==> config.mk <==
export PLATFORM = sky130hd
export DESIGN_NAME = synth_voice_allocator_flat
export DESIGN_NICKNAME = d
export VERILOG_FILES = /design/src/svalloc_pkg.sv /design/src/svalloc_if.sv /design/src/svalloc_cell.sv /design/src/synth_voice_allocator.sv /design/src/flat_wrapper.sv
export SDC_FILE = /design/constraint.sdc
export NUM_CORES = 2
export LEC_CHECK = 0
export BUFFER_PORTS_ARGS = -buffer_cell sky130_fd_sc_hd__buf_2
export CORE_UTILIZATION = 53
export DETAILED_ROUTE_END_ITERATION = 6
export PLACE_DENSITY = 0.8
export SLEW_MARGIN = 20
export SYNTH_ARGS = -nofsm -noshare
export SYNTH_HDL_FRONTEND = slang
export SYNTH_SLANG_ARGS = --single-unit
==> constraint.sdc <==
create_clock -name i_clk -period 7.6 [get_ports i_clk]
set_input_delay 2.28 -clock i_clk [delete_from_list [all_inputs] [get_ports i_clk]]
set_output_delay 2.28 -clock i_clk [all_outputs]
set_load 0.01 [all_outputs]
==> src/svalloc_pkg.sv <==
package svalloc_pkg;

    // sizing
    localparam int KBD_VOICES  = 12;
    localparam int DRUM_VOICES = 5;

    localparam int KEY_W   = 7;
    localparam int NOTE_W  = 8;
    localparam int STAMP_W = 32;
    localparam int CHAN_W  = 3;
    localparam int VIDX_W  = 5;
    localparam int TABLE_W = 40;
    localparam int TABLE_ENTRIES = 5;

    localparam int IDX_W = (KBD_VOICES > 1) ? $clog2(KBD_VOICES) : 1;
    localparam int CNT_W = $clog2(KBD_VOICES + 1);

    // polyphony modes, clipped to the voice count
    localparam int POLY_LO = 6;
    localparam int POLY_HI = 12;
    localparam int ACTIVE_LO = (POLY_LO < KBD_VOICES) ? POLY_LO : KBD_VOICES;
    localparam int ACTIVE_HI = (POLY_HI < KBD_VOICES) ? POLY_HI : KBD_VOICES;

    localparam int RELEASED_BIT = NOTE_W - 1;

    // commands
    localparam logic CMD_NOTE_ON  = 1'b0;
    localparam logic CMD_NOTE_OFF = 1'b1;

    // register indexes
    localparam int CFG_IDX_W = 1;
    localparam logic [CFG_IDX_W-1:0] REG_POLY_SELECT = 1'b0;
    localparam logic [CFG_IDX_W-1:0] REG_DRUM_TABLE  = 1'b1;

    // search record walking down the voice chain
    typedef struct packed {
        logic               valid;
        logic               off;
        logic [KEY_W-1:0]   key;
        logic               found;
        logic [IDX_W-1:0]   pick;
        logic [STAMP_W-1:0] stamp;
    } t_scan;

    // voice write-back, broadcast to all cells
    typedef struct packed {
        logic               en;
        logic               rel;
        logic [IDX_W-1:0]   idx;
        logic [KEY_W-1:0]   key;
        logic [STAMP_W-1:0] stamp;
    } t_upd;

endpackage

==> src/svalloc_if.sv <==
interface svalloc_req_if;
    logic                         valid;
    logic                         ready;
    logic                         command;
    logic                         is_drum;
    logic [svalloc_pkg::KEY_W-1:0] key_number;

    modport source (output valid, output command, output is_drum, output key_number,
                    input ready);
    modport sink (input valid, input command, input is_drum, input key_number,
                  output ready);
endinterface

interface svalloc_res_if;
    logic                          valid;
    logic                          ready;
    logic                          voice_found;
    logic [svalloc_pkg::VIDX_W-1:0] voice_index;
    logic [svalloc_pkg::NOTE_W-1:0] note_out;

    modport source (output valid, output voice_found, output voice_index, output note_out,
                    input ready);
    modport sink (input valid, input voice_found, input voice_index, input note_out,
                  output ready);
endinterface

==> src/svalloc_cell.sv <==
module svalloc_cell (
    input  logic                          i_clk,
    input  logic                          i_rst_n,
    input  logic [svalloc_pkg::IDX_W-1:0] i_index,
    input  logic                          i_active,
    input  svalloc_pkg::t_scan            i_scan,
    input  svalloc_pkg::t_upd             i_upd,
    output svalloc_pkg::t_scan            o_scan
);
    import svalloc_pkg::*;

    logic [NOTE_W-1:0]  r_note;
    logic [STAMP_W-1:0] r_stamp;
    t_scan              r_scan;
    t_scan              n_scan;

    always_comb begin
        n_scan = i_scan;
        if (i_scan.valid && i_active) begin
            if (i_scan.off == CMD_NOTE_OFF) begin
                // first held voice with this exact note
                if (!i_scan.found && !r_note[RELEASED_BIT] &&
                    r_note[KEY_W-1:0] == i_scan.key) begin
                    n_scan.found = 1'b1;
                    n_scan.pick  = i_index;
                end
            end else begin
                // oldest free voice, strict compare keeps lowest index on ties
                if (r_note[RELEASED_BIT] && (!i_scan.found || r_stamp < i_scan.stamp)) begin
                    n_scan.found = 1'b1;
                    n_scan.pick  = i_index;
                    n_scan.stamp = r_stamp;
                end
            end
        end
    end

    always_ff @(posedge i_clk) begin
        if (!i_rst_n) begin
            r_note  <= NOTE_W'(1) << RELEASED_BIT;
            r_stamp <= '0;
            r_scan  <= '0;
        end else begin
            r_scan <= n_scan;
            if (i_upd.en && i_upd.idx == i_index) begin
                r_stamp <= i_upd.stamp;
                if (i_upd.rel) begin
                    r_note <= r_note | (NOTE_W'(1) << RELEASED_BIT);
                end else begin
                    r_note <= {1'b0, i_upd.key};
                end
            end
        end
    end

    assign o_scan = r_scan;

endmodule

==> src/synth_voice_allocator.sv <==
// channel   dir  handshake     payload
// i_in      in   valid/ready   command, is_drum, key_number
// o_out     out  valid/ready   voice_found, voice_index, note_out
// i_cfg_*   in   write enable  register index, 40-bit data
//
// a drum request is resolved in the accept cycle and reaches o_out through the pending stage and the output register
// a keyboard request walks the row of voice cells, one cell per cycle, to resolve, then
// passes through the pending stage and the output register to reach o_out
// one request in flight; a finished result waits in a pending stage and the output
// register, and i_in stays blocked while the pending stage holds a result
// synchronous active-low reset frees every voice and clears stamps, drum busy bits,
// the event counter and both configuration registers
module synth_voice_allocator (
    input  logic                                  i_clk,
    input  logic                                  i_rst_n,
    svalloc_req_if.sink                           i_in,
    svalloc_res_if.source                         o_out,
    input  logic                                  i_cfg_we,
    input  logic [svalloc_pkg::CFG_IDX_W-1:0]     i_cfg_idx,
    input  logic [svalloc_pkg::TABLE_W-1:0]       i_cfg_data
);
    import svalloc_pkg::*;

    typedef enum logic {S_IDLE, S_SCAN} t_state;

    // configuration
    logic               r_poly;
    logic [TABLE_W-1:0] r_table;

    // control and shared state
    t_state                 r_state;
    logic [STAMP_W-1:0]     r_counter;
    logic [DRUM_VOICES-1:0] r_busy;
    t_scan                  r_inj;

    // pending result and output register
    logic              r_pend_valid;
    logic              r_pend_found;
    logic [VIDX_W-1:0] r_pend_idx;
    logic [NOTE_W-1:0] r_pend_note;
    logic              r_out_valid;
    logic              r_out_found;
    logic [VIDX_W-1:0] r_out_idx;
    logic [NOTE_W-1:0] r_out_note;

    // voice chain
    t_scan                 w_chain [KBD_VOICES+1];
    t_scan                 w_last;
    t_upd                  w_upd;
    logic [CNT_W-1:0]      w_active_n;
    logic [KBD_VOICES-1:0] w_active;

    // drum decode
    logic                   w_accept;
    logic [CHAN_W-1:0]      w_ch;
    logic                   w_ch_ok;
    logic                   w_tbl_ok;
    logic [DRUM_VOICES-1:0] w_mask;
    logic                   w_busy_hit;
    logic [TABLE_W-1:0]     w_tbl_shift;
    logic [NOTE_W-1:0]      w_key_note;
    logic [VIDX_W:0]        w_vsum;
    logic                   w_out_free;

    // configuration writes, out-of-range index has no register to hit
    always_ff @(posedge i_clk) begin
        if (!i_rst_n) begin
            r_poly  <= 1'b0;
            r_table <= '0;
        end else if (i_cfg_we) begin
            unique case (i_cfg_idx)
                REG_POLY_SELECT: r_poly  <= i_cfg_data[0];
                REG_DRUM_TABLE:  r_table <= i_cfg_data;
                default: ;
            endcase
        end
    end

    assign i_in.ready = (r_state == S_IDLE) && !r_pend_valid;
    assign w_accept   = i_in.valid && i_in.ready;
    assign w_key_note = {1'b0, i_in.key_number};

    // drum channel from the low key bits
    assign w_ch        = i_in.key_number[CHAN_W-1:0];
    assign w_ch_ok     = {1'b0, w_ch} < (CHAN_W+1)'(DRUM_VOICES);
    assign w_tbl_ok    = {1'b0, w_ch} < (CHAN_W+1)'(TABLE_ENTRIES);
    assign w_mask      = DRUM_VOICES'(1) << w_ch;
    assign w_busy_hit  = |(r_busy & w_mask);
    assign w_tbl_shift = r_table >> {w_ch, 3'b000};

    // active voices by polyphony mode; inactive cells just pass the record on
    assign w_active_n = r_poly ? CNT_W'(ACTIVE_HI) : CNT_W'(ACTIVE_LO);

    assign w_chain[0] = r_inj;

    for (genvar g = 0; g < KBD_VOICES; g++) begin : g_voice
        assign w_active[g] = CNT_W'(g) < w_active_n;

        svalloc_cell u_cell (
            .i_clk   (i_clk),
            .i_rst_n (i_rst_n),
            .i_index (IDX_W'(g)),
            .i_active(w_active[g]),
            .i_scan  (w_chain[g]),
            .i_upd   (w_upd),
            .o_scan  (w_chain[g+1])
        );
    end

    assign w_last = w_chain[KBD_VOICES];

    // write-back to the chosen voice as the record leaves the last cell
    always_comb begin
        w_upd.en    = (r_state == S_SCAN) && w_last.valid && w_last.found;
        w_upd.rel   = (w_last.off == CMD_NOTE_OFF);
        w_upd.idx   = w_last.pick;
        w_upd.key   = w_last.key;
        w_upd.stamp = r_counter;
    end

    assign w_vsum     = (VIDX_W+1)'(DRUM_VOICES) + (VIDX_W+1)'(w_last.pick);
    assign w_out_free = !r_out_valid || o_out.ready;

    always_ff @(posedge i_clk) begin
        if (!i_rst_n) begin
            r_state      <= S_IDLE;
            r_counter    <= '0;
            r_busy       <= '0;
            r_inj        <= '0;
            r_pend_valid <= 1'b0;
            r_out_valid  <= 1'b0;
        end else begin
            r_inj.valid <= 1'b0;

            // drain pending result into the output register
            if (w_out_free) begin
                r_out_valid <= r_pend_valid;
                r_out_found <= r_pend_found;
                r_out_idx   <= r_pend_idx;
                r_out_note  <= r_pend_note;
                r_pend_valid <= 1'b0;
            end

            unique case (r_state)
                S_IDLE: begin
                    if (w_accept) begin
                        if (i_in.is_drum) begin
                            r_counter    <= r_counter + 1'b1;
                            r_pend_valid <= 1'b1;
                            r_pend_found <= 1'b0;
                            r_pend_idx   <= '0;
                            r_pend_note  <= w_key_note;
                            if (w_ch_ok) begin
                                if (i_in.command == CMD_NOTE_ON) begin
                                    r_busy       <= r_busy | w_mask;
                                    r_pend_found <= 1'b1;
                                    r_pend_idx   <= VIDX_W'(w_ch);
                                    r_pend_note  <= w_tbl_ok ? w_tbl_shift[NOTE_W-1:0] : '0;
                                end else if (w_busy_hit) begin
                                    r_busy       <= r_busy & ~w_mask;
                                    r_pend_found <= 1'b1;
                                    r_pend_idx   <= VIDX_W'(w_ch);
                                end
                            end
                        end else begin
                            r_inj.valid <= 1'b1;
                            r_inj.off   <= i_in.command;
                            r_inj.key   <= i_in.key_number;
                            r_inj.found <= 1'b0;
                            r_inj.pick  <= '0;
                            r_inj.stamp <= '0;
                            r_state     <= S_SCAN;
                        end
                    end
                end
                S_SCAN: begin
                    if (w_last.valid) begin
                        r_counter    <= r_counter + 1'b1;
                        r_pend_valid <= 1'b1;
                        r_pend_found <= w_last.found;
                        r_pend_idx   <= w_last.found ? w_vsum[VIDX_W-1:0] : '0;
                        r_pend_note  <= {1'b0, w_last.key};
                        r_state      <= S_IDLE;
                    end
                end
                default: r_state <= S_IDLE;
            endcase
        end
    end

    assign o_out.valid       = r_out_valid;
    assign o_out.voice_found = r_out_found;
    assign o_out.voice_index = r_out_idx;
    assign o_out.note_out    = r_out_note;

endmodule
==> src/flat_wrapper.sv <==
// flat-port wrapper written by rule: the top's interface ports become plain ports
module synth_voice_allocator_flat import svalloc_pkg::*;
  (i_clk, i_rst_n, i_cfg_we, i_cfg_idx, i_cfg_data, i_in_valid, i_in_command, i_in_is_drum, i_in_key_number, i_in_ready, o_out_valid, o_out_voice_found, o_out_voice_index, o_out_note_out, o_out_ready);
  svalloc_req_if i_in_i ();
  svalloc_res_if o_out_i ();
  input  logic i_clk;
  input  logic i_rst_n;
  input  logic i_cfg_we;
  input  logic [svalloc_pkg::CFG_IDX_W-1:0] i_cfg_idx;
  input  logic [svalloc_pkg::TABLE_W-1:0] i_cfg_data;
  input wire logic [$bits(i_in_i.valid)-1:0] i_in_valid;
  input wire logic [$bits(i_in_i.command)-1:0] i_in_command;
  input wire logic [$bits(i_in_i.is_drum)-1:0] i_in_is_drum;
  input wire logic [$bits(i_in_i.key_number)-1:0] i_in_key_number;
  output wire logic [$bits(i_in_i.ready)-1:0] i_in_ready;
  output wire logic [$bits(o_out_i.valid)-1:0] o_out_valid;
  output wire logic [$bits(o_out_i.voice_found)-1:0] o_out_voice_found;
  output wire logic [$bits(o_out_i.voice_index)-1:0] o_out_voice_index;
  output wire logic [$bits(o_out_i.note_out)-1:0] o_out_note_out;
  input wire logic [$bits(o_out_i.ready)-1:0] o_out_ready;
  assign i_in_i.valid = i_in_valid;
  assign i_in_i.command = i_in_command;
  assign i_in_i.is_drum = i_in_is_drum;
  assign i_in_i.key_number = i_in_key_number;
  assign i_in_ready = i_in_i.ready;
  assign o_out_valid = o_out_i.valid;
  assign o_out_voice_found = o_out_i.voice_found;
  assign o_out_voice_index = o_out_i.voice_index;
  assign o_out_note_out = o_out_i.note_out;
  assign o_out_i.ready = o_out_ready;
  synth_voice_allocator u_core (.i_clk(i_clk), .i_rst_n(i_rst_n), .i_in(i_in_i), .o_out(o_out_i), .i_cfg_we(i_cfg_we), .i_cfg_idx(i_cfg_idx), .i_cfg_data(i_cfg_data));
endmodule
**After elaboration in Yosys (flattened, before gate mapping)**

Index checks and enable logic that the tools add are counted.

- Order comparisons: 24
- Bitwise operators: 12
- Equality and inequality tests: 27
- Reduce and logical (&&, ||, !) cells: 123
- Add/sub/neg operators: 2
- Shift-type cells: 2
- Muxes and demuxes: 108

Operators by type and width:

| operator | number |
|---|---|
| 37-bit two-way mux | 23 |
| 32-bit two-way mux | 14 |
| 32-bit < comparator | 11 |
| 5-bit two-way mux | 32 |
| 8-bit two-way mux | 17 |
| 7-bit equality test | 12 |
| 32-bit one-hot mux with 2 select lines | 1 |
| 1-bit logical AND | 62 |
| 46-bit two-way mux | 1 |
| 40-bit by 6-bit >> shifter with 8-bit output | 1 |
| 32-bit by 1-bit adder with 32-bit output, second input constant | 1 |
| 2-bit AND reduction | 16 |
| 1-bit zero test | 25 |
| 4-bit by 3-bit equality test with 1-bit output, second input constant | 4 |
| 4-bit equality test, second input constant | 4 |
| 3-bit by 4-bit < comparator with 1-bit output, first input constant | 4 |
| 4-bit < comparator, first input constant | 4 |
| 8-bit one-hot mux with 2 select lines | 1 |
| 1-bit two-way mux | 13 |
| 1-bit logical OR | 12 |
| 5-bit AND | 2 |
| 5-bit one-hot mux with 2 select lines | 1 |
| 4-bit by 2-bit equality test with 1-bit output, second input constant | 2 |
| 1-bit by 4-bit < comparator with 1-bit output, first input constant | 2 |
| other kinds (20) | 33 |

- Input port bits: 55
- Bits in registers: 1118
- Output and inout bits: 16
- Word-level logic and storage cells: 421

**Logic depth before layout (Yosys ltp)**

- Depth after elaboration: 9
- Mapped depth: 10
- Mapped depth without buffers: 8

**Cells and area by module**

Synthesis repeated with hierarchy kept, for this count alone.

- Cell total of the unflattened synthesis: 5803
- Area total of the unflattened synthesis: 55429.4 um2

Modules (own cells, without submodules):

| module | cells each | sequential area each (um2) | times used | area an instance (um2) |
|---|---|---|---|---|
| svalloc_cell | 437 | 1721.7 | 12 | 4190.3 |
| synth_voice_allocator | 559 | 2642.5 | 1 | 5146.2 |

**Worst setup path after synthesis**

Ideal clock, no wire load.

- Path type: in2reg
- From: input port i_in_key_number[1]
- To: register (tool-made name)
- Required time: 7509 ps
- Setup slack: 3580 ps
- Stages on the path: 7
- Library setup time: 91 ps
- Path buffers: 1
- Data arrival time: 3929 ps
- Cells stage by stage: buf_4 > or3b_4 > o211ai_4 > nand2_4 > a2111oi_4 > a21oi_1 > a311oi_1

RTL lines:

| what | line | text |
|---|---|---|
| start, declared | flat_wrapper.sv:14 | `input wire logic [$bits(i_in_i.key_number)-1:0] i_in_key_number;` |

**Worst setup path after layout**

- From: register u_core.r_state
- To: output port i_in_ready

- Word-level cells in the longest chain between the ends: 2

RTL lines:

| what | line | text |
|---|---|---|
| start, declared | synth_voice_allocator.sv:31 | `t_state r_state;` |
| start signal, assigned | synth_voice_allocator.sv:126 | `r_state <= S_IDLE;` |
| start signal, assigned | synth_voice_allocator.sv:172 | `r_state <= S_SCAN;` |
| start signal, assigned | synth_voice_allocator.sv:183 | `r_state <= S_IDLE;` |
| 1-bit NOT (no source line) | n/a |  |
| 1-bit logical AND | synth_voice_allocator.sv:79 | `assign i_in.ready = (r_state == S_IDLE) && !r_pend_valid;` |
| end, declared | flat_wrapper.sv:15 | `output wire logic [$bits(i_in_i.ready)-1:0] i_in_ready;` |

No other way between the ends.

==> summary.md <==
| Metric | Value |
|---|---|
| Vias/cell | ~5.5 |
| CP startpoint | u_core.r_state |
| Post-synth top flop | dfxtp_1 |
| Synth warn | 0 |
| Finished Cell Area | between 50000 and 60000 µm² |
| TritonCTS Buffers | roughly 110 |
| WL final | between 100000 and 150000 µm |
| CTS tree | yes |
| Reg-to-Reg Start | u_core.r_state |
| Slew headroom | between 20% and 30% |
| First drt pass iteration count | 5 |
| Slowest CP cell | dfxtp_1 |
| Met3 wire length | slightly below 6000 µm |
| CTS sink count | ~1100 |
| CTS max path bufs | 3 |
| Post-synth top area share | about 44% |
| Fillcell total | around 7600 |
| DR WL/cell | between 15 and 20 µm |
| First-pass GRT wire length | ~180000 µm |
| Async SR Flop Fraction | 0% |
| Area of the multi-input gates | 23900 µm² |
| Post-Syn Area | 49000 µm² |
| Crit path DAT | around 1.9 ns |
| Hold Crit Depth | 0 |
| Ports | 71 |
| DP Area | ~50000 µm² |
| Sequential fraction of the synthesis area | a little under half |
| CTS hold repair buffers | 0 |
| Initial antenna violation count | 2 |
| Die Area | 93600 µm² |
| Root buffer cell | clkbuf_16 |
| Die width | roughly 310 µm |
| CP Max Fanout | 27 |
| Least-Margin Pin Slew | 1.09 ns |
| Clk_lat worst skew | around 0.67 ns |
| WP data required | about 5.3 ns |
| Setup bufs post-CTS | 0 |
| Total GRT Usage | a little under a quarter |
| Fin cells | about 7000 |
| Post-Place Cells | a little under 7000 |
| Port-buffer cells | 70 |
| Setup ws final | approximately 3.4 ns |
| Skew final | ~0.017 ns |
| Nets | ~6100 |
| Placeable Area | around 90000 µm² |
| CTS resizes | 0 |
| Clock transition at path regs | about 0.060 ns |
| Synth Area per Inst | between 8 and 9 µm² |
| CP peak stage delay | about 0.94 ns |
| Cells after synthesis | between 5000 and 6000 |
| Grt ovf | 0 |
| Top cells by area, synth | dfxtp_1 44%, nand2_1 13%, ha_1 8.8%, mux2i_1 7.0%, a21oi_1 6.8% |
| DRT antenna net count | 0 |
| Distinct cell type count after synthesis | 75 |
| Worst min-delay path class | reg2reg |
| Setup violations, final | 0 |
| Power per cell area | about 220 nW/µm² |
| Area delta synth->final | 9.44% |
| Crit Path Class | reg2out |
| Peak VDD IR | 0.201 mV |
| Post-synth top area cell | dfxtp_1 |
| Tcrit/Tclk final | 55.3% |
| Max layer used | met5 |
| First DRT Iteration DRCs | ~3000 |
| H-Tree Depth | 3 |
| CP Launch Type | register |
| Gpl congestion | 0.886 |
| Dpl ws | 2.98 ns |
| Critical path cell sequence | nor2_1 -> buf_2 |
| Max-slew violations | 0 |
| Vias in the first global route | ~37000 |
| Total area of sequential cells | 22400 µm² |
| FMAX | 0.238 GHz |
| Layout cells sized above 1 | under 10% |
| MaxCap Viol Count | 0 |
| Total Negative Setup Slacks | 0 ns |
| Final HPWL DP | 73300 µm |
| Syn Nets | ~6300 |
| FF-to-FF path depth | 7 |
| Worst hold start | u_core.r_pend_note[0] |
| Clock period minus final worst setup slack | 4.20 ns |
| Chip height | 306 µm |
| Largest net degree at the start of global routing | 213 |
| Final hold violations | 0 |
| Worst setup EP type | output pin |
| Routed length on met1 | around 50000 µm |
| Status | finished, final reports clean |
| Unrepaired setup endpoints after global routing | no |
| Via count | 38400 |
| Residual DRC | 0 |
| #FFs+latches synth | roughly 1100 |
| Leak Pwr | 19.2 nW |
| EDFF count, synth | 28 |
| Met2 routed WL | 52900 µm |
| Initial Utilization | a little over half |
| Rows | between 100 and 150 |
-- per-stage QoR --
| step | utilization, % | total power, mW | hold slack (ns) |
|---|---|---|---|
| 3_3_place_gp | 54.4 | 6.21 | 0.404 |
| 3_5_place_dp | 54.4 | 6.21 | 0.405 |
| 6_report | 58.5 | 11.6 | 0.418 |
| 4_1_cts | 58.5 | 11.7 | 0.418 |
| 5_1_grt | 58.5 | 11.9 | 0.431 |
| 2_1_floorplan | - | 6.14 | 0.400 |
-- kinds of logic (layout without fill, tap and decap cells) --
| family | count (synthesis) | in the layout | synth area share, % |
|---|---|---|---|
| muxes | 351 | 351 | 7.40 |
| adders and majority gates | 346 | 346 | 8.84 |
| and+or+nand+nor | 2283 | 2283 | 19.6 |
| DFF | 1103 | 1103 | 45.7 |
| buffers and inverters | 737 | 679 | 5.84 |
| AOI/OAI and AO/OA | 956 | 956 | 10.7 |
| xor gates and xnor gates | 111 | 111 | 1.98 |
| other | 0 | 1 | 0 |
-- final cells by class --
| cell class | instances | area share [%] |
|---|---|---|
| Sequential cell | 1103 | 41.7 |
| Inverter | 368 | 2.59 |
| Antenna cell | 1 | 0.00467 |
| Clock buffer | 162 | 6.13 |
| Multi-Input combinational cell | 4047 | 44.6 |
| Tap cell | 1186 | 2.77 |
| Timing Repair Buffer | 118 | 1.41 |
| Clock inverter | 31 | 0.789 |
-- cells in the mapped netlist, types with 8 or more instances --
cell type	number
a211oi_1	12
mux2i_1	343
or3_1	8
xnor2_1	56
a31oi_1	10
xor2_1	55
nor2_1	142
o31a_1	13
buf_2	48
a221o_1	8
and4_1	25
nand2b_1	20
nor4_1	15
nor3_1	38
and2_1	154
nand3_1	54
edfxtp_1	28
nor2b_1	13
nor3b_1	8
a21oi_1	664
nand2_1	1737
inv_1	367
o21a_1	13
ha_1	346
o21ai_0	159
clkbuf_1	309
nand4_1	42
dfxtp_1	1075
-- metal layers --
metal,global-route usage (%),vias to the layer above
met5,0,-
met4,7.96,2
met3,2.99,234
met2,39.9,964
met1,30.3,18200
li1,-,19000
-- layout by cell type (no fill, tap or decap), drive strengths merged, types with 5 or more instances in the layout --
| master | Yosys | layout |
|---|---|---|
| nand2b | 20 | 20 |
| o21ai | 160 | 160 |
| mux4 | 8 | 8 |
| nand3 | 54 | 54 |
| a211oi | 14 | 14 |
| nor2 | 143 | 143 |
| o21a | 13 | 13 |
| a311oi | 5 | 5 |
| xnor2 | 56 | 56 |
| or3 | 8 | 8 |
| o31a | 13 | 13 |
| nor2b | 13 | 13 |
| a221o | 8 | 8 |
| bufinv | 0 | 10 |
| a21oi | 665 | 665 |
| clkbuf | 309 | 162 |
| and4 | 25 | 25 |
| buf | 60 | 118 |
| clkinv | 0 | 19 |
| a2111oi | 5 | 5 |
| xor2 | 55 | 55 |
| o22ai | 5 | 5 |
| dfxtp | 1075 | 1075 |
| mux2i | 343 | 343 |
| inv | 368 | 369 |
| a21o | 7 | 7 |
| edfxtp | 28 | 28 |
| ha | 346 | 346 |
| and3 | 5 | 5 |
| o211ai | 8 | 8 |
| nor3b | 8 | 8 |
| nand2 | 1738 | 1738 |
| and2 | 155 | 155 |
| a31oi | 11 | 11 |
| a221oi | 7 | 7 |
| nor4 | 15 | 15 |
| a21boi | 5 | 5 |
| nor3 | 39 | 39 |
| nand4 | 42 | 42 |
-- path summary, 6_finish.rpt --
path | endpoint | slack (ns)
max | i_in_ready | 3.40
min | u_core.o_out.note_out[0] | 0.42
max reg2reg | u_core.g_voice[1].u_cell.r_note[6] | 4.13
min reg2reg | u_core.o_out.note_out[0] | 0.42
-- registers in the layout (all words and copies together) (netlist names), 5 cells and up, named ones only --
name / flops
u_core.g_voice.u_cell.o_scan: 505
u_core.r_pend_idx: 5
u_core.o_out.voice_index: 5
u_core.r_table: 40
u_core.r_inj: 9
u_core.g_voice.u_cell.r_note: 96
u_core.r_pend_note: 8
u_core.o_out.note_out: 8
u_core.r_counter: 32
u_core.g_voice.u_cell.r_stamp: 384
-- where the power goes --
group	internal, mW	leakage [nW]	switching (mW)
Clock	3.30	1.84	2.20
Sequential	5.83	8.93	0.0219
Combinational	0.0555	8.41	0.177
-- critical path: cells and delay by family, from the launching register on --
family,cells,cell delay (ns)
DFF,1,0.94
buffers and inverters,1,0.19
and+or+nand+nor,1,0.13
(Power assumes the default switching activity.)
